===== src/design/indexed_list_insert_erase_top_defines.svh =====
// ----------------------------------------------------------------------------
// Indexed list assertion macros
// Shared concurrent assertion forms, clocked on clk and disabled in reset.
// ----------------------------------------------------------------------------
`ifndef INDEXED_LIST_INSERT_ERASE_TOP_DEFINES_SVH
`define INDEXED_LIST_INSERT_ERASE_TOP_DEFINES_SVH

// Check a consequent in the same cycle as its antecedent
`define ILIE_ASSERT_IMP(name, ante, cons, msg) \
  name: assert property (@(posedge clk) disable iff (!rst_n) (ante) |-> (cons)) \
    else $error(msg);

// Check a consequent in the cycle after its antecedent
`define ILIE_ASSERT_NXT(name, ante, cons, msg) \
  name: assert property (@(posedge clk) disable iff (!rst_n) (ante) |=> (cons)) \
    else $error(msg);

`endif


===== src/design/ilie_pkg.sv =====
// ----------------------------------------------------------------------------
// Indexed list package
// Capacity, widths, request codes and the input and result word types.
// ----------------------------------------------------------------------------
`timescale 1ns / 1ps

package ilie_pkg;

  // List capacity and derived widths
  localparam int CAPACITY = 16;
  localparam int IDX_W    = $clog2(CAPACITY);
  localparam int CNT_W    = $clog2(CAPACITY + 1);
  localparam int POS_W    = 16;
  localparam int VAL_W    = 32;
  localparam int COUNT_W  = 5;
  localparam int CMP_W    = (CNT_W > POS_W) ? CNT_W : POS_W;

  // Request codes
  localparam logic [1:0] REQ_INSERT = 2'd0;
  localparam logic [1:0] REQ_ERASE  = 2'd1;
  localparam logic [1:0] REQ_DUMP   = 2'd2;

  typedef struct packed {
    logic [1:0]              req_type;
    logic signed [POS_W-1:0] position;
    logic signed [VAL_W-1:0] item_value;
  } in_word_t;

  typedef struct packed {
    logic                    ok;
    logic                    elem_valid;
    logic signed [VAL_W-1:0] elem_value;
    logic [COUNT_W-1:0]      count_now;
    logic                    last;
  } out_word_t;

  // Result word handed from the sequencer to the output register
  typedef struct packed {
    logic      ld;
    out_word_t word;
  } res_req_t;

endpackage


===== src/design/ilie_ram.sv =====
// ----------------------------------------------------------------------------
// Indexed list entry RAM
// Simple dual-port memory: one write port, one read port with registered data.
// ----------------------------------------------------------------------------
`timescale 1ns / 1ps

module ilie_ram #(
  parameter int DEPTH = 16,
  parameter int WIDTH = 32,
  parameter int AW    = $clog2(DEPTH)
) (
  input  logic             clk,
  input  logic             we,
  input  logic [AW-1:0]    waddr,
  input  logic [WIDTH-1:0] wdata,
  input  logic             re,
  input  logic [AW-1:0]    raddr,
  output logic [WIDTH-1:0] rdata
);

  logic [WIDTH-1:0] mem [DEPTH];
  logic [WIDTH-1:0] rdata_r;

  // Write port
  always_ff @(posedge clk) begin
    if (we) begin
      mem[waddr] <= wdata;
    end
  end

  // Read port, hold data between reads
  always_ff @(posedge clk) begin
    if (re) begin
      rdata_r <= mem[raddr];
    end
  end

  assign rdata = rdata_r;

endmodule


===== src/design/ilie_seq.sv =====
// ----------------------------------------------------------------------------
// Indexed list sequencer
// Checks each request, moves entries one at a time through the RAM using a
// shared index step unit, and builds result words.
// ----------------------------------------------------------------------------
`timescale 1ns / 1ps
`include "indexed_list_insert_erase_top_defines.svh"

module ilie_seq import ilie_pkg::*; (
  input  logic             clk,
  input  logic             rst_n,
  input  logic             in_valid,
  output logic             in_stall,
  input  in_word_t         in_data,
  output logic             ram_we,
  output logic [IDX_W-1:0] ram_waddr,
  output logic [VAL_W-1:0] ram_wdata,
  output logic             ram_re,
  output logic [IDX_W-1:0] ram_raddr,
  input  logic [VAL_W-1:0] ram_rdata,
  input  logic             out_free,
  output res_req_t         res
);

  typedef enum logic [2:0] {
    S_IDLE,
    S_SH_RD,
    S_SH_WR,
    S_PUT,
    S_RESP,
    S_DRD,
    S_DEMIT
  } state_t;

  state_t           state_r, state_nxt;
  logic [1:0]       kind_r, kind_nxt;
  logic [IDX_W-1:0] idx_r, idx_nxt;
  logic [IDX_W-1:0] end_r, end_nxt;
  logic [VAL_W-1:0] val_r, val_nxt;
  logic             ok_r, ok_nxt;
  logic [CNT_W-1:0] fill_r, fill_nxt;

  logic [CMP_W-1:0] pos_u;
  logic [CMP_W-1:0] fill_c;
  logic             pos_neg;
  logic             ins_good;
  logic             era_good;
  logic [IDX_W-1:0] pos_idx;
  logic [IDX_W-1:0] fill_idx;
  logic [IDX_W-1:0] fill_m1;
  logic [IDX_W-1:0] step;
  logic [CNT_W-1:0] cnt_after;
  logic             dump_last;

  // Range checks on the incoming word
  assign pos_neg  = in_data.position[POS_W-1];
  assign pos_u    = CMP_W'($unsigned(in_data.position));
  assign fill_c   = CMP_W'(fill_r);
  assign ins_good = (fill_r < CNT_W'(CAPACITY)) && !pos_neg && (pos_u <= fill_c);
  assign era_good = (fill_r != '0) && !pos_neg && (pos_u < fill_c);
  assign pos_idx  = IDX_W'(in_data.position);
  assign fill_idx = IDX_W'(fill_r);
  assign fill_m1  = IDX_W'(fill_r - CNT_W'(1));

  // Shared index step: down for insert, up for erase and dump
  assign step = (kind_r == REQ_INSERT) ? (idx_r - IDX_W'(1)) : (idx_r + IDX_W'(1));

  // Entry count once this request completes
  always_comb begin
    cnt_after = fill_r;
    if (ok_r && (kind_r == REQ_INSERT)) begin
      cnt_after = fill_r + CNT_W'(1);
    end else if (ok_r && (kind_r == REQ_ERASE)) begin
      cnt_after = fill_r - CNT_W'(1);
    end
  end

  assign dump_last = (idx_r == end_r);
  assign in_stall  = (state_r != S_IDLE);

  // Sequence one request
  always_comb begin
    state_nxt = state_r;
    kind_nxt  = kind_r;
    idx_nxt   = idx_r;
    end_nxt   = end_r;
    val_nxt   = val_r;
    ok_nxt    = ok_r;
    fill_nxt  = fill_r;
    ram_we    = 1'b0;
    ram_waddr = idx_r;
    ram_wdata = ram_rdata;
    ram_re    = 1'b0;
    ram_raddr = step;
    res       = '0;
    case (state_r)
      S_IDLE: begin
        if (in_valid) begin
          kind_nxt = in_data.req_type;
          val_nxt  = in_data.item_value;
          case (in_data.req_type)
            REQ_INSERT: begin
              ok_nxt  = ins_good;
              idx_nxt = fill_idx;
              end_nxt = pos_idx;
              if (!ins_good) begin
                state_nxt = S_RESP;
              end else if (fill_idx == pos_idx) begin
                state_nxt = S_PUT;
              end else begin
                state_nxt = S_SH_RD;
              end
            end
            REQ_ERASE: begin
              ok_nxt  = era_good;
              idx_nxt = pos_idx;
              end_nxt = fill_m1;
              if (!era_good || (pos_idx == fill_m1)) begin
                state_nxt = S_RESP;
              end else begin
                state_nxt = S_SH_RD;
              end
            end
            REQ_DUMP: begin
              ok_nxt  = 1'b1;
              idx_nxt = '0;
              end_nxt = fill_m1;
              state_nxt = (fill_r == '0) ? S_RESP : S_DRD;
            end
            default: begin
              ok_nxt    = 1'b0;
              state_nxt = S_RESP;
            end
          endcase
        end
      end
      S_SH_RD: begin
        ram_re    = 1'b1;
        ram_raddr = step;
        state_nxt = S_SH_WR;
      end
      S_SH_WR: begin
        ram_we    = 1'b1;
        ram_waddr = idx_r;
        ram_wdata = ram_rdata;
        idx_nxt   = step;
        if (step == end_r) begin
          state_nxt = (kind_r == REQ_INSERT) ? S_PUT : S_RESP;
        end else begin
          state_nxt = S_SH_RD;
        end
      end
      S_PUT: begin
        ram_we    = 1'b1;
        ram_waddr = end_r;
        ram_wdata = val_r;
        state_nxt = S_RESP;
      end
      S_RESP: begin
        res.word.ok        = ok_r;
        res.word.count_now = COUNT_W'(cnt_after);
        res.word.last      = 1'b1;
        if (out_free) begin
          res.ld    = 1'b1;
          fill_nxt  = cnt_after;
          state_nxt = S_IDLE;
        end
      end
      S_DRD: begin
        ram_re    = 1'b1;
        ram_raddr = idx_r;
        state_nxt = S_DEMIT;
      end
      S_DEMIT: begin
        res.word.ok         = 1'b1;
        res.word.elem_valid = 1'b1;
        res.word.elem_value = ram_rdata;
        res.word.count_now  = COUNT_W'(fill_r);
        res.word.last       = dump_last;
        if (out_free) begin
          res.ld = 1'b1;
          if (dump_last) begin
            state_nxt = S_IDLE;
          end else begin
            idx_nxt   = step;
            state_nxt = S_DRD;
          end
        end
      end
      default: begin
        state_nxt = S_IDLE;
      end
    endcase
  end

  // Hold state, count and request registers
  always_ff @(posedge clk) begin
    if (!rst_n) begin
      state_r <= S_IDLE;
      fill_r  <= '0;
    end else begin
      state_r <= state_nxt;
      fill_r  <= fill_nxt;
    end
    kind_r <= kind_nxt;
    idx_r  <= idx_nxt;
    end_r  <= end_nxt;
    val_r  <= val_nxt;
    ok_r   <= ok_nxt;
  end

  `ILIE_ASSERT_IMP(a_fill_cap, 1'b1, fill_r <= CNT_W'(CAPACITY), "fill count above capacity")
  `ILIE_ASSERT_IMP(a_shift_stop, state_r == S_SH_RD, idx_r != end_r, "shift started at stop index")
  `ILIE_ASSERT_IMP(a_dump_idx, state_r == S_DEMIT, idx_r <= end_r, "dump index past last entry")
  `ILIE_ASSERT_NXT(a_fill_hold, state_r != S_RESP, $stable(fill_r), "fill count moved outside response")

endmodule


===== src/design/ilie_out_reg.sv =====
// ----------------------------------------------------------------------------
// Indexed list output register
// Holds one result word for the downstream side and reports when it is free.
// ----------------------------------------------------------------------------
`timescale 1ns / 1ps

module ilie_out_reg import ilie_pkg::*; (
  input  logic      clk,
  input  logic      rst_n,
  input  res_req_t  res,
  output logic      out_free,
  output logic      out_valid,
  input  logic      out_stall,
  output out_word_t out_data
);

  logic      valid_r;
  out_word_t data_r;

  // Free when empty or the held word leaves this cycle
  assign out_free = !valid_r || !out_stall;

  // Load a new word, drop the taken one
  always_ff @(posedge clk) begin
    if (!rst_n) begin
      valid_r <= 1'b0;
    end else if (res.ld) begin
      valid_r <= 1'b1;
    end else if (!out_stall) begin
      valid_r <= 1'b0;
    end
  end

  always_ff @(posedge clk) begin
    if (res.ld) begin
      data_r <= res.word;
    end
  end

  assign out_valid = valid_r;
  assign out_data  = data_r;

endmodule


===== src/design/indexed_list_insert_erase_top.sv =====
// ----------------------------------------------------------------------------
// Indexed list with insert, erase and dump
// Fixed-capacity ordered list of signed 32-bit values held in an entry RAM.
// ----------------------------------------------------------------------------
// One request word is taken at a time; in_stall stays high until its last
// result word has been loaded into the output register. Entries move one at
// a time: a RAM read in S_SH_RD, then a RAM write in S_SH_WR. A dump reads
// each entry in S_DRD and emits it in S_DEMIT, where stalls on the result
// side can hold it. A rejected request or a dump of an empty list goes
// straight to the response. The registered read of the entry RAM and its
// single read port set this order of steps. The RAM has no reset; length
// counts the valid entries.
// ----------------------------------------------------------------------------
`timescale 1ns / 1ps

module indexed_list_insert_erase_top import ilie_pkg::*; (
  input  logic      clk,
  input  logic      rst_n,
  input  logic      in_valid,
  output logic      in_stall,
  input  in_word_t  in_data,
  output logic      out_valid,
  input  logic      out_stall,
  output out_word_t out_data
);

  logic             ram_we;
  logic [IDX_W-1:0] ram_waddr;
  logic [VAL_W-1:0] ram_wdata;
  logic             ram_re;
  logic [IDX_W-1:0] ram_raddr;
  logic [VAL_W-1:0] ram_rdata;
  logic             out_free;
  res_req_t         res;

  // Entry storage
  ilie_ram #(
    .DEPTH (CAPACITY),
    .WIDTH (VAL_W)
  ) u_ram (
    .clk   (clk),
    .we    (ram_we),
    .waddr (ram_waddr),
    .wdata (ram_wdata),
    .re    (ram_re),
    .raddr (ram_raddr),
    .rdata (ram_rdata)
  );

  // Request sequencer
  ilie_seq u_seq (
    .clk       (clk),
    .rst_n     (rst_n),
    .in_valid  (in_valid),
    .in_stall  (in_stall),
    .in_data   (in_data),
    .ram_we    (ram_we),
    .ram_waddr (ram_waddr),
    .ram_wdata (ram_wdata),
    .ram_re    (ram_re),
    .ram_raddr (ram_raddr),
    .ram_rdata (ram_rdata),
    .out_free  (out_free),
    .res       (res)
  );

  // Result word register
  ilie_out_reg u_out (
    .clk       (clk),
    .rst_n     (rst_n),
    .res       (res),
    .out_free  (out_free),
    .out_valid (out_valid),
    .out_stall (out_stall),
    .out_data  (out_data)
  );

endmodule


===== config.mk =====
export PLATFORM = sky130hd
export DESIGN_NAME = indexed_list_insert_erase_top
export DESIGN_NICKNAME = d
export VERILOG_FILES = /design/src/design/ilie_pkg.sv /design/src/design/ilie_ram.sv /design/src/design/ilie_seq.sv /design/src/design/ilie_out_reg.sv /design/src/design/indexed_list_insert_erase_top.sv
export VERILOG_INCLUDE_DIRS = /design/src /design/src/design
export SDC_FILE = /design/constraint.sdc
export NUM_CORES = 1
export LEC_CHECK = 0
export ABC_CLOCK_PERIOD_IN_PS = 5200
export BUFFER_PORTS_ARGS = -buffer_cell sky130_fd_sc_hd__buf_2
export CORE_ASPECT_RATIO = 1.75
export CORE_UTILIZATION = 35
export CTS_CLUSTER_SIZE = 10
export DETAILED_ROUTE_END_ITERATION = 8
export GPL_ROUTABILITY_DRIVEN = 0
export PLACE_DENSITY = 0.58
export SYNTH_ARGS = -nofsm -noshare
export SYNTH_HDL_FRONTEND = slang
export SYNTH_SLANG_ARGS = --single-unit

===== constraint.sdc =====
create_clock -name clk -period 5.2 [get_ports clk]
set_input_delay 1.04 -clock clk [delete_from_list [all_inputs] [get_ports clk]]
set_output_delay 1.04 -clock clk [all_outputs]
set_load 0.05 [all_outputs]

==> metrics.md, run 1 <==
| Metric | Value |
|---|---|
| Endpoint with the worst hold slack | u_out.out_valid$_SDFFE_PN0P_ |
| Hold Crit Depth | 2 |
| Critical path buffers and inverters | 3 |
| Number of vias after detailed routing | 12.5k |
| Cell types with the highest counts after synthesis | edfxtp_1, mux2i_1, nor2_1 |
| Reg-to-Reg Start | u_seq.state_r[1]$_SDFFE_PN0P_ |
| Diodes inserted | 0 |
| Number of instances in the synthesized netlist | 1414 |
| Relative contribution of the clock network to total power | 40.2% |
| Wire length of the first global-routing pass | 84500 µm |
| Post-detailed-routing wire length | 57000 µm |
| Worst setup EP type | flip-flop |
| Max-slew headroom | 18.8% |
| Setup repair after global routing missed its margin | no |
| Ratio of final minimum period to clock period | 77.0% |
| Peak per-stage delay on the critical path | 0.76 ns |
| Die area | 0.0753 mm² |
| Worst slew pin tran | 1.21 ns |
| Number of search-and-repair iterations in the first detailed-routing pass | 5 |
| Most Frequent Cell on Critical Path | buf_4 |
| Required arrival time at the worst endpoint | 5.52 ns |
| Cell with the largest stage delay on the worst path | dfxtp_1 |
| Residual overflow from global routing | 0 |
| Internal power | 8.69 mW |
| Number of antenna violations at the first check in global routing | 0 |
| Largest fanout on the critical path | 25 |
| Post-Syn Nets | 1482 |
| WL met2 | 30500 µm |
| Fraction of registers with async set/reset | 0% |
| Number of max-slew violations in the final report | 0 |
| Wl on met1 | 23000 µm |
| Final Skew | 0.0188 ns |
| Final hold slack | 0.535 ns |
| Number of buffers created by CTS | 73 |
| Cell area after synthesis | 0.0260 mm² |
| Worst VDD drop | 200 µV |
| Sequence of cells on the critical path | inv_1 -> nor2_1 -> nand2_2 -> buf_4 -> a31oi_1 -> nor2_4 -> buf_4 |
| Clock tree from TritonCTS | yes |
| DRC errors left | 0 |
| Maximum capacitance violations | 0 |
| Minimum clock period | 4.00 ns |
| Capture instance of the worst register-to-register path | u_ram.mem[11][28]$_DFFE_PP_ |
| EDFF count, synth | 627 |
| Net count reported at finish | 1606 |
| Max Root-Sink Buffers | 3 |
| Port buffer count | 95 |
| DR iter-0 viols | 678 |
| Maximum number of pins on one net before global-route repair | 87 |
| Placed inst area | 0.0276 mm² |
| I/O pin count | 96 |
| Count leader, synth | edfxtp_1 |
| Die span in x | 208 µm |
| Run status | completed |
| Setup TNS | 0 ns |
| Routed met3 length | 2180 µm |
| Final HPWL DP | 35200 µm |
| Hold Buf Count CTS | 0 |
| Register bit count reported by yosys | 636 |
| Sequential share of power | 51.0% |
| Number of H-tree levels | 3 |
| Cell area after layout | 0.0296 mm² |
| Count of instances resized after the clock tree is built | 0 |
| Post-route antenna net violation count | 0 |
| Post-synth top area share | 72.5% |
| Count of warnings emitted by yosys | 0 |
| Core footprint | 0.0731 mm² |
| Cell class contributing the biggest share of worst-path delay | simple AND/OR/NAND/NOR gates |
| Share of post-route cells with drive strength above 1 | 19.0% |
| Count of endpoints failing hold in the final timing report | 0 |
| Switching Fraction | 22.0% |
| Worst-path clk slew | 0.06 ns |
| Leakage | 10.7 nW |
| Row Count | 131 |
| Hold Startpoint | u_out.out_valid$_SDFFE_PN0P_ |
| Highest layer used for signal routing | met4 |
| CTS Root Cell | clkbuf_16 |
| Post-synthesis cell type with the largest combined area | edfxtp_1 |
| Power density over cell area | 376 mW/mm² |
| Arrival time of the worst setup path | 4.33 ns |
| Reg-to-reg slack, setup | 1.20 ns |
| Type of the worst min-delay path | reg2reg |
| Highest Clock Rate | 250 MHz |
| Starting utilization of the core area | 35.5% |
| Skew-Pair Late Insertion Delay | 0.59 ns |
| Switch Pwr | 2.45 mW |
| Number of vias per cell | 5.03 |
| CP Launch Type | flip-flop |
| Netlist cell types | 54 |
| Leading post-synthesis cells by cell area | edfxtp_1, mux2i_1, mux4_2 |
| Syn Area/Cell | 18.4 µm² |
| Post-CTS setup repair buffer count | 0 |
| Area growth from synthesis to layout | 14.0% |
| Worst Setup Path Type | reg2reg |
| Dominant register cell in the synthesized netlist | edfxtp_1 |
| Total routing usage reported by global routing | 15.2% |
| Reg2Reg Depth | 7 |
| Final setup violation count | 0 |
| Routed length per instance | 23.0 µm |
| Clock sink count | 636 |
| Via count of the first global-routing pass | 13.1k |
| Vertical die dimension | 362 µm |
| Combinational share of power | 8.9% |
| Share of the yosys chip area belonging to registers | 73.2% |
==> how the worst max path moves through the flow <==
| stage | cells after the start | slack (ns) | endpoint | start |
|---|---|---|---|---|
| after global placement | 6 | 1.26 | u_ram.mem[5][26]$_DFFE_PP_ | u_seq.state_r[1]$_SDFFE_PN0P_ |
| after floorplan | 3 | 1.72 | u_out.out_data[0]$_DFFE_PP_ | out_stall |
| final | 7 | 1.20 | u_ram.mem[11][28]$_DFFE_PP_ | u_seq.state_r[1]$_SDFFE_PN0P_ |
| after CTS | 7 | 1.14 | u_ram.mem[11][2]$_DFFE_PP_ | u_seq.state_r[1]$_SDFFE_PN0P_ |
| after global routing | 7 | 0.95 | u_ram.mem[11][28]$_DFFE_PP_ | u_seq.state_r[1]$_SDFFE_PN0P_ |
| after detailed placement | 7 | 1.18 | u_ram.mem[11][28]$_DFFE_PP_ | u_seq.state_r[1]$_SDFFE_PN0P_ |
==> state kept, by name, summed over array words and instances, names as in the netlist <==
signal / cells
u_out.out_valid: 1
u_out.out_data: 40
u_ram.rdata: 32
u_seq.idx_r: 4
u_seq.ok_r: 1
u_seq.end_r: 4
u_seq.kind_r: 2
u_seq.state_r: 3
u_seq.fill_r: 5
u_seq.val_r: 32
u_ram.mem: 512
==> power groups by stage <==
stage	Clock [mW]	Combinational [mW]	Sequential [mW]
floorplan	0	0.688	5.81
global placement	0	0.988	5.78
detailed placement	0	1.00	5.78
CTS	4.57	1.01	5.67
global route	4.73	1.06	5.68
finish	4.47	0.987	5.68
==> per-layer routing <==
layer  global-route usage [%]  vias up
met5                        0        -
met4                     5.32        0
met3                     2.31       88
met2                     27.8      250
met1                     17.8     6393
li1                         -     5743
==> layout make-up <==
type                            instances  area (µm²)
Fill cell                            6478       43500
Sequential cell                       636       19000
Multi-Input combinational cell        690        6700
Clock buffer                           86        1960
Tap cell                              931        1160
Timing Repair Buffer                  120         701
Inverter                               17        63.8
Clock inverter                          2        17.5
==> worst min-delay path, stage by stage (launching register included) <==
cell and delay (ns):
dfxtp_1 0.31, nand2_1 0.08, a21boi_0 0.09
==> cells in the final DEF (no fill, tap or decap), types with 13 or more instances in the layout <==
cell type and n:
clkbuf_16 77, nor2_4 19, xnor2_1 14, nor2_1 26
nand2_1 14, buf_4 22, inv_1 17, nor3_1 14
edfxtp_1 627, buf_2 95, and2_1 37, mux2_2 35
mux4_2 35, mux2i_1 379, ha_1 13
==> cell families (layout without fill, tap and decap cells) <==
family,count (synthesis),after routing,share of synthesized area (%)
DFF,636,636,73.2
muxes,449,449,19.2
and+or+nand+nor,152,152,3.01
buffers and inverters,88,225,1.64
AOI/OAI and AO/OA,49,49,1.26
xor gates and xnor gates,26,26,1.03
adders and majority gates,14,14,0.703
==> per-stage QoR <==
stage / setup slack, ns / power, mW / std cells / utilization [%]
CTS: 1.14 / 11.3 / 2482 / 40.5
detailed placement: 1.18 / 6.78 / 2394 / 37.8
finish: 1.20 / 11.1 / 2482 / 40.5
global route: 0.949 / 11.5 / 2482 / 40.5
floorplan: 1.72 / 6.50 / 1414 / -
global placement: 1.26 / 6.77 / 2394 / 37.8
No activity file was read; power rests on OpenSTA's default activity.
==> run 2, diff against run 1 <==
Settings changed: ABC_CLOCK_PERIOD_IN_PS 5200 to 3800.
Clock period 5.2 ns to 3.8 ns, I/O delays scaled along.
==> run 2 against run 1 <==
Worst setup slack lost 0.89 ns; global-route usage rose by 0.81 points; combinational power grew 40%; sequential cell count unchanged; register-to-register slack lost 0.89 ns; hold slack got worse by 0.20 ns; first-iteration DRC count is 3.5% higher; power up 37%; final cell count up 0.93%; critical path depth increased by 2; sequential power increased by 37%; via count grew 2.1%; highest routed layer unchanged.
==> metrics.md, run 2 (synthesized netlist as in run 1, its figures left out) <==
| Metric | Value |
|---|---|
| Run status | completed (unchanged) |
| Hold Startpoint | in_data[13] (was u_out.out_valid$_SDFFE_PN0P_) |
| Reg-to-Reg Start | u_seq.kind_r[1]$_DFFE_PP_ (was u_seq.state_r[1]$_SDFFE_PN0P_) |
| Worst setup EP type | flip-flop (unchanged) |
| Type of the worst min-delay path | in2reg (was reg2reg) |
| Layout Utilization | 41.1% (was 40.5%) |
| Number of H-tree levels | 3 (unchanged) |
| Row Count | 131 (unchanged) |
| Residual overflow from global routing | 0 (unchanged) |
| Net count reported at finish | 1633 (was 1606) |
| Clock tree from TritonCTS | yes (unchanged) |
| Number of placed instances, taps included | 2421 (was 2394) |
| Max reg flops | 512 (unchanged) |
| Worst Setup Path Type | reg2reg (unchanged) |
| Vertical die dimension | 362 µm (unchanged) |
| Required arrival time at the worst endpoint | 4.24 ns (was 5.52 ns) |
| Peak per-stage delay on the critical path | 0.77 ns (was 0.76 ns) |
| Worst slew pin tran | 1.07 ns (was 1.21 ns) |
| Count of instances resized after the clock tree is built | 0 (unchanged) |
| Number of buffers created by CTS | 73 (unchanged) |
| Starting utilization of the core area | 35.5% (unchanged) |
| Worst-path clk slew | 0.06 ns (about the same) |
| Diodes inserted | 0 (unchanged) |
| Number of search-and-repair iterations in the first detailed-routing pass | 5 (unchanged) |
| Sequence of cells on the critical path | nor2_1 -> ha_1 -> a21o_1 -> a21oi_2 -> mux2i_1 -> xnor2_4 -> buf_4 -> mux4_2 -> mux2i_1 (was inv_1 -> nor2_1 -> nand2_2 -> buf_4 -> a31oi_1 -> nor2_4 -> buf_4) |
| Maximum number of pins on one net before global-route repair | 65 (was 87) |
| Post-layout total power | 15.3 mW (was 11.1 mW) |
| I/O pin count | 96 (unchanged) |
| Number of antenna violations at the first check in global routing | 0 (unchanged) |
| CTS Root Cell | clkbuf_16 (unchanged) |
| Largest fanout on the critical path | 15 (was 25) |
| Highest Clock Rate | 286 MHz (was 250 MHz) |
| Final std cells w/o fill | 2505 (was 2482) |
| Minimum clock period | 3.49 ns (was 4.00 ns) |
| DR iter-0 viols | 702 (was 678) |
| Reg-to-reg slack, setup | 0.31 ns (was 1.20 ns) |
| Final setup violation count | 0 (unchanged) |
| Worst VDD drop | 326 µV (was 200 µV) |
| Hold Crit Depth | 1 (was 2) |
| Commonest non-fill, non-tap cells in the layout | edfxtp_1, mux2i_1, buf_2, clkbuf_16, and2_1 (unchanged) |
| Routed length per instance | 23.8 µm (was 23.0 µm) |
| Endpoint with the worst hold slack | u_seq.val_r[13]$_DFFE_PP_ (was u_out.out_valid$_SDFFE_PN0P_) |
| Core footprint | 0.0731 mm² (unchanged) |
| Die area | 0.0753 mm² (unchanged) |
| Arrival time of the worst setup path | 3.93 ns (was 4.33 ns) |
| Via count of the first global-routing pass | 13.7k (was 13.1k) |
| Count of endpoints failing hold in the final timing report | 0 (unchanged) |
| Area growth from synthesis to layout | 15.6% (was 14.0%) |
| Most frequent standard cell in the layout excluding fill and tap cells | edfxtp_1 (unchanged) |
| Share of post-route cells with drive strength above 1 | 20.6% (was 19.0%) |
| Capture instance of the worst register-to-register path | u_ram.rdata[17]$_DFFE_PP_ (was u_ram.mem[11][28]$_DFFE_PP_) |
| Skew-Pair Late Insertion Delay | 0.60 ns (was 0.59 ns) |
| Leakage | 10.9 nW (was 10.7 nW) |
| Post-detailed-routing wire length | 59500 µm (was 57000 µm) |
| Post-route setup slack | 0.309 ns (was 1.20 ns) |
| Ratio of final minimum period to clock period | 91.9% (was 77.0%) |
| Cell with the largest stage delay on the worst path | xnor2_4 (was dfxtp_1) |
| Reg with most FFs | u_ram.mem (unchanged) |
| Maximum capacitance violations | 0 (unchanged) |
| Most Frequent Cell on Critical Path | mux2i_1 (was buf_4) |
| Total routing usage reported by global routing | 16.0% (was 15.2%) |
| Max-slew headroom | 28.3% (was 18.8%) |
| DRC errors left | 0 (unchanged) |
| Post-CTS setup repair buffer count | 0 (unchanged) |
| Number of vias after detailed routing | 12.7k (was 12.5k) |
| Post-route antenna net violation count | 0 (unchanged) |
| CP Launch Type | flip-flop (unchanged) |
| Hold Buf Count CTS | 0 (unchanged) |
| Reg2Reg Depth | 9 (was 7) |
| Power density over cell area | 509 mW/mm² (was 376 mW/mm²) |
| Max Root-Sink Buffers | 3 (unchanged) |
| Setup repair after global routing missed its margin | no (unchanged) |
| Clock sink count | 636 (unchanged) |
| Wire length of the first global-routing pass | 88800 µm (was 84500 µm) |
| Final HPWL DP | 34500 µm (was 35200 µm) |
| Setup TNS | 0 ns (unchanged) |
| Final Skew | 0.0162 ns (was 0.0188 ns) |
| Worst setup slack after placement | 0.321 ns (was 1.18 ns) |
| Number of fillers in the final layout | 6482 (was 6478) |
| Number of vias per cell | 5.09 (was 5.03) |
| Die span in x | 208 µm (unchanged) |
| Port buffer count | 95 (unchanged) |
| Number of max-slew violations in the final report | 0 (unchanged) |
## run 2: cell count changes in the layout (fill, tap and decap cells not counted), sizes merged
cell,delta
buf,+27
clkbuf,-7
clkinv,+2
inv,+1
## run 2: cell type report
| class | instances | area [µm²] | share of cell area [%] |
|---|---|---|---|
| clock inverters | 5 | 72.6 | 0.242 |
| flip-flops and latches | 636 | 19000 | 63.3 |
| repair buffers | 147 | 1100 | 3.68 |
| well taps | 931 | 1160 | 3.88 |
| multi-input cells | 690 | 6700 | 22.3 |
| clock buffers | 79 | 1910 | 6.37 |
| inverters | 17 | 63.8 | 0.213 |
## run 2: worst max-delay path: cells and delay by family (launching register included)
kind,cells,cell delay [ns]
XOR/XNOR,1,0.77
multiplexers,3,0.64
AND/OR/NAND/NOR,1,0.43
flip-flops,1,0.42
AO/OA/AOI/OAI,2,0.38
buffers and inverters,1,0.35
adder cells (fa/ha/maj),1,0.33
## run 2: report_power, final
group | switching, mW | internal [mW] | leakage, nW
clock network | 2.61 | 3.54 | 0.973
logic | 0.761 | 0.615 | 4.19
registers | 0.0395 | 7.72 | 5.77
## run 2: through the flow
| step | instance area (µm²) | hold slack, ns |
|---|---|---|
| after floorplan | 26000 | 0.518 |
| after global placement | 28000 | 0.513 |
| after detailed placement | 28000 | 0.523 |
| after CTS | 30000 | 0.305 |
| after global routing | 30000 | 0.318 |
| final | 30000 | 0.337 |
## run 2: how the worst max path moves through the flow
stage,start,end,slack (ns),cells after the start
2_1_floorplan,out_stall,u_out.out_data[0]$_DFFE_PP_,0.60,3
3_3_place_gp,u_seq.kind_r[1]$_DFFE_PP_,u_ram.rdata[13]$_DFFE_PP_,0.42,9
3_5_place_dp,u_seq.kind_r[1]$_DFFE_PP_,u_ram.rdata[17]$_DFFE_PP_,0.32,9
4_1_cts,u_seq.kind_r[1]$_DFFE_PP_,u_ram.rdata[17]$_DFFE_PP_,0.32,9
5_1_grt,u_seq.kind_r[1]$_DFFE_PP_,u_ram.rdata[16]$_DFFE_PP_,0.05,9
6_report,u_seq.kind_r[1]$_DFFE_PP_,u_ram.rdata[17]$_DFFE_PP_,0.31,9
## run 2: metal layers
metal  part of all wire (%)  GRT usage [%]  vias up
met5                      0              0        -
met2                     55           30.2      266
li1                       -              -     5801
met1                     39           18.1     6580
met4                    2.8           5.94        0
met3                    3.3           2.13       93
==> run 3, diff against run 2 <==
==> constraint.sdc (replaced) <==
create_clock -name clk -period 3.8 [get_ports clk]
set_input_delay 0.19 -clock clk [delete_from_list [all_inputs] [get_ports clk]]
set_output_delay 0.19 -clock clk [all_outputs]
set_load 0.05 [all_outputs]
==> run 3 against run 2 <==
First-iteration DRC count rose by 8.5%; clock power barely moved; clock skew decreased by 0.00092 ns; fmax rose by 0.13%; via count up 1.2%; sequential power is essentially flat; cell area increased by 1.3%; sequential share of layout area down 0.81 points; critical path type unchanged; critical endpoint unchanged.
==> metrics.md, run 3 (synthesized netlist as in run 1, its figures left out) <==
| Metric | Value |
|---|---|
| Run status | completed (unchanged) |
| Internal power | 11.9 mW (about the same) |
| Power density over cell area | 504 mW/mm² (was 509 mW/mm²) |
| Number of max-slew violations in the final report | 0 (unchanged) |
| Relative contribution of the clock network to total power | 40.1% (was 40.2%) |
| Setup repair after global routing missed its margin | no (unchanged) |
| Worst setup slack after placement | 0.321 ns (unchanged) |
| Post-CTS setup repair buffer count | 0 (unchanged) |
| Arrival time of the worst setup path | 3.93 ns (about the same) |
| Routed length per instance | 23.4 µm (was 23.8 µm) |
| Combinational share of power | 9.2% (was 9.0%) |
| Post-detailed-routing wire length | 59500 µm (about the same) |
| Highest layer used for signal routing | met4 (unchanged) |
| CP Launch Type | flip-flop (unchanged) |
| Setup TNS | 0 ns (unchanged) |
| Max Root-Sink Buffers | 3 (unchanged) |
| Placed inst area | 0.0280 mm² (unchanged) |
| DRC errors left | 0 (unchanged) |
| Count of endpoints failing hold in the final timing report | 0 (unchanged) |
| Via count of the first global-routing pass | 13.9k (was 13.7k) |
| Final setup violation count | 0 (unchanged) |
| Layout Utilization | 41.6% (was 41.1%) |
| Storage cell area | 0.0190 mm² (unchanged) |
| Post-route setup slack | 0.314 ns (was 0.309 ns) |
| Maximum capacitance violations | 0 (unchanged) |
| CTS Root Cell | clkbuf_16 (unchanged) |
| Die span in x | 208 µm (unchanged) |
| Worst slew pin tran | 1.06 ns (was 1.07 ns) |
| Number of vias per cell | 5.07 (was 5.09) |
| Residual overflow from global routing | 0 (unchanged) |
| Total routing usage reported by global routing | 16.0% (about the same) |
| Share of post-route cells with drive strength above 1 | 20.1% (was 20.6%) |
| Vertical die dimension | 362 µm (unchanged) |
| Number of vias after detailed routing | 12.9k (was 12.7k) |
| Post-route antenna net violation count | 0 (unchanged) |
| Routed met3 length | 1750 µm (was 1990 µm) |
| Switch Pwr | 3.41 mW (about the same) |
| Minimum clock period | 3.49 ns (about the same) |
| WL met2 | 32700 µm (about the same) |
| Port buffer count | 95 (unchanged) |
| Ratio of final minimum period to clock period | 91.7% (was 91.9%) |
| Worst Setup Path Type | reg2reg (unchanged) |
| Leakage | 11.1 nW (was 10.9 nW) |
| Type of the worst min-delay path | in2reg (unchanged) |
| Largest fanout on the critical path | 15 (unchanged) |
| Max-slew headroom | 28.9% (was 28.3%) |
| Worst setup EP type | flip-flop (unchanged) |
| Diodes inserted | 0 (unchanged) |
| Reg with most FFs | u_ram.mem (unchanged) |
| DR iter-0 viols | 762 (was 702) |
| Wl on met1 | 23400 µm (was 23200 µm) |
| Core footprint | 0.0731 mm² (unchanged) |
| Worst VDD drop | 325 µV (was 326 µV) |
| Required arrival time at the worst endpoint | 4.24 ns (about the same) |
| Number of H-tree levels | 3 (unchanged) |
| Worst-path clk slew | 0.05 ns (was 0.06 ns) |
| Clock tree from TritonCTS | yes (unchanged) |
| Final HPWL DP | 34500 µm (unchanged) |
| Maximum number of pins on one net before global-route repair | 65 (unchanged) |
| Number of antenna violations at the first check in global routing | 0 (unchanged) |
| Row Count | 131 (unchanged) |
| Number of buffers created by CTS | 73 (unchanged) |
| Switching Fraction | 22.3% (about the same) |
| Clock sink count | 636 (unchanged) |
| Starting utilization of the core area | 35.5% (unchanged) |
| Most frequent standard cell in the layout excluding fill and tap cells | edfxtp_1 (unchanged) |
| Number of fillers in the final layout | 6462 (was 6482) |
| Wire length of the first global-routing pass | 89100 µm (was 88800 µm) |
| Final Skew | 0.0153 ns (was 0.0162 ns) |
| Area of combinational cells with multiple inputs | 0.00670 mm² (unchanged) |
| Number of search-and-repair iterations in the first detailed-routing pass | 4 (was 5) |
| Area growth from synthesis to layout | 17.1% (was 15.6%) |
| Sequential share of power | 50.7% (was 50.8%) |
| Highest Clock Rate | 287 MHz (was 286 MHz) |
| I/O pin count | 96 (unchanged) |
| Die area | 0.0753 mm² (unchanged) |
| Skew-Pair Late Insertion Delay | 0.60 ns (about the same) |
| Cell area after layout | 0.0304 mm² (was 0.0300 mm²) |
| Net count reported at finish | 1672 (was 1633) |
| Commonest non-fill, non-tap cells in the layout | edfxtp_1, mux2i_1, buf_2, clkbuf_16, dlygate4sd3_1 (was edfxtp_1, mux2i_1, buf_2, clkbuf_16, and2_1) |
| Final hold slack | 0.0251 ns (was 0.337 ns) |
| Max reg flops | 512 (unchanged) |
==> run 3: cell count changes in the layout (fill, tap and decap cells not counted), sizes merged <==
cell	previous run	this run
dlygate4sd3	0	39
==> run 3: final timing paths <==
| path | startpoint | to | slack, ns | cells past startpoint |
|---|---|---|---|---|
| hold / removal | in_data[32] | u_seq.end_r[0]$_DFFE_PP_ | 0.03 | 3 |
| setup / recovery | u_seq.kind_r[1]$_DFFE_PP_ | u_ram.rdata[17]$_DFFE_PP_ | 0.31 | 9 |
| hold reg to reg | u_ram.rdata[29]$_DFFE_PP_ | u_out.out_data[35]$_SDFFCE_PN0P_ | 0.54 | 1 |
| setup reg to reg | u_seq.kind_r[1]$_DFFE_PP_ | u_ram.rdata[17]$_DFFE_PP_ | 0.31 | 9 |
==> run 3: per-layer routing <==
layer,global-route usage [%],vias up
li1,-,5874
met1,18.1,6668
met2,30.3,260
met3,2.01,92
met4,5.94,0
met5,0,-
==> run 3: repair_timing <==
action,CTS,global route
hold buffers,39,0
setup endpoints to repair,0,0
endpoints found under the hold margin,43,0
resized for setup,0,0
==> run 3: cell type report <==
cell class              instances  share of cell area (%)
repair buffers                186                    4.91
flip-flops and latches        636                    62.5
multi-input cells             690                    22.0
clock inverters                 5                   0.239
inverters                      17                   0.210
well taps                     931                    3.83
clock buffers                  79                    6.29
==> run 3: critical path, stage by stage, from the launching register on <==
cell      delay (ns)
edfxtp_1        0.42
nor2_1          0.43
ha_1            0.33
a21o_1          0.19
a21oi_2         0.19
mux2i_1         0.18
xnor2_4         0.76
buf_4           0.35
mux4_2          0.31
mux2i_1         0.15
==> run 3: metrics by stage <==
step / instances / power [mW]
2_1_floorplan: 1414 / 8.90
3_3_place_gp: 2421 / 9.28
3_5_place_dp: 2421 / 9.31
4_1_cts: 2544 / 15.5
5_1_grt: 2544 / 15.8
6_report: 2544 / 15.3
==> run 3: power groups by stage <==
stage | sequential, mW | clock (mW) | combinational, mW
2_1_floorplan | 7.95 | 0 | 0.941
4_1_cts | 7.76 | 6.28 | 1.44
6_report | 7.76 | 6.15 | 1.41
5_1_grt | 7.77 | 6.52 | 1.51
3_5_place_dp | 7.91 | 0 | 1.40
3_3_place_gp | 7.90 | 0 | 1.38
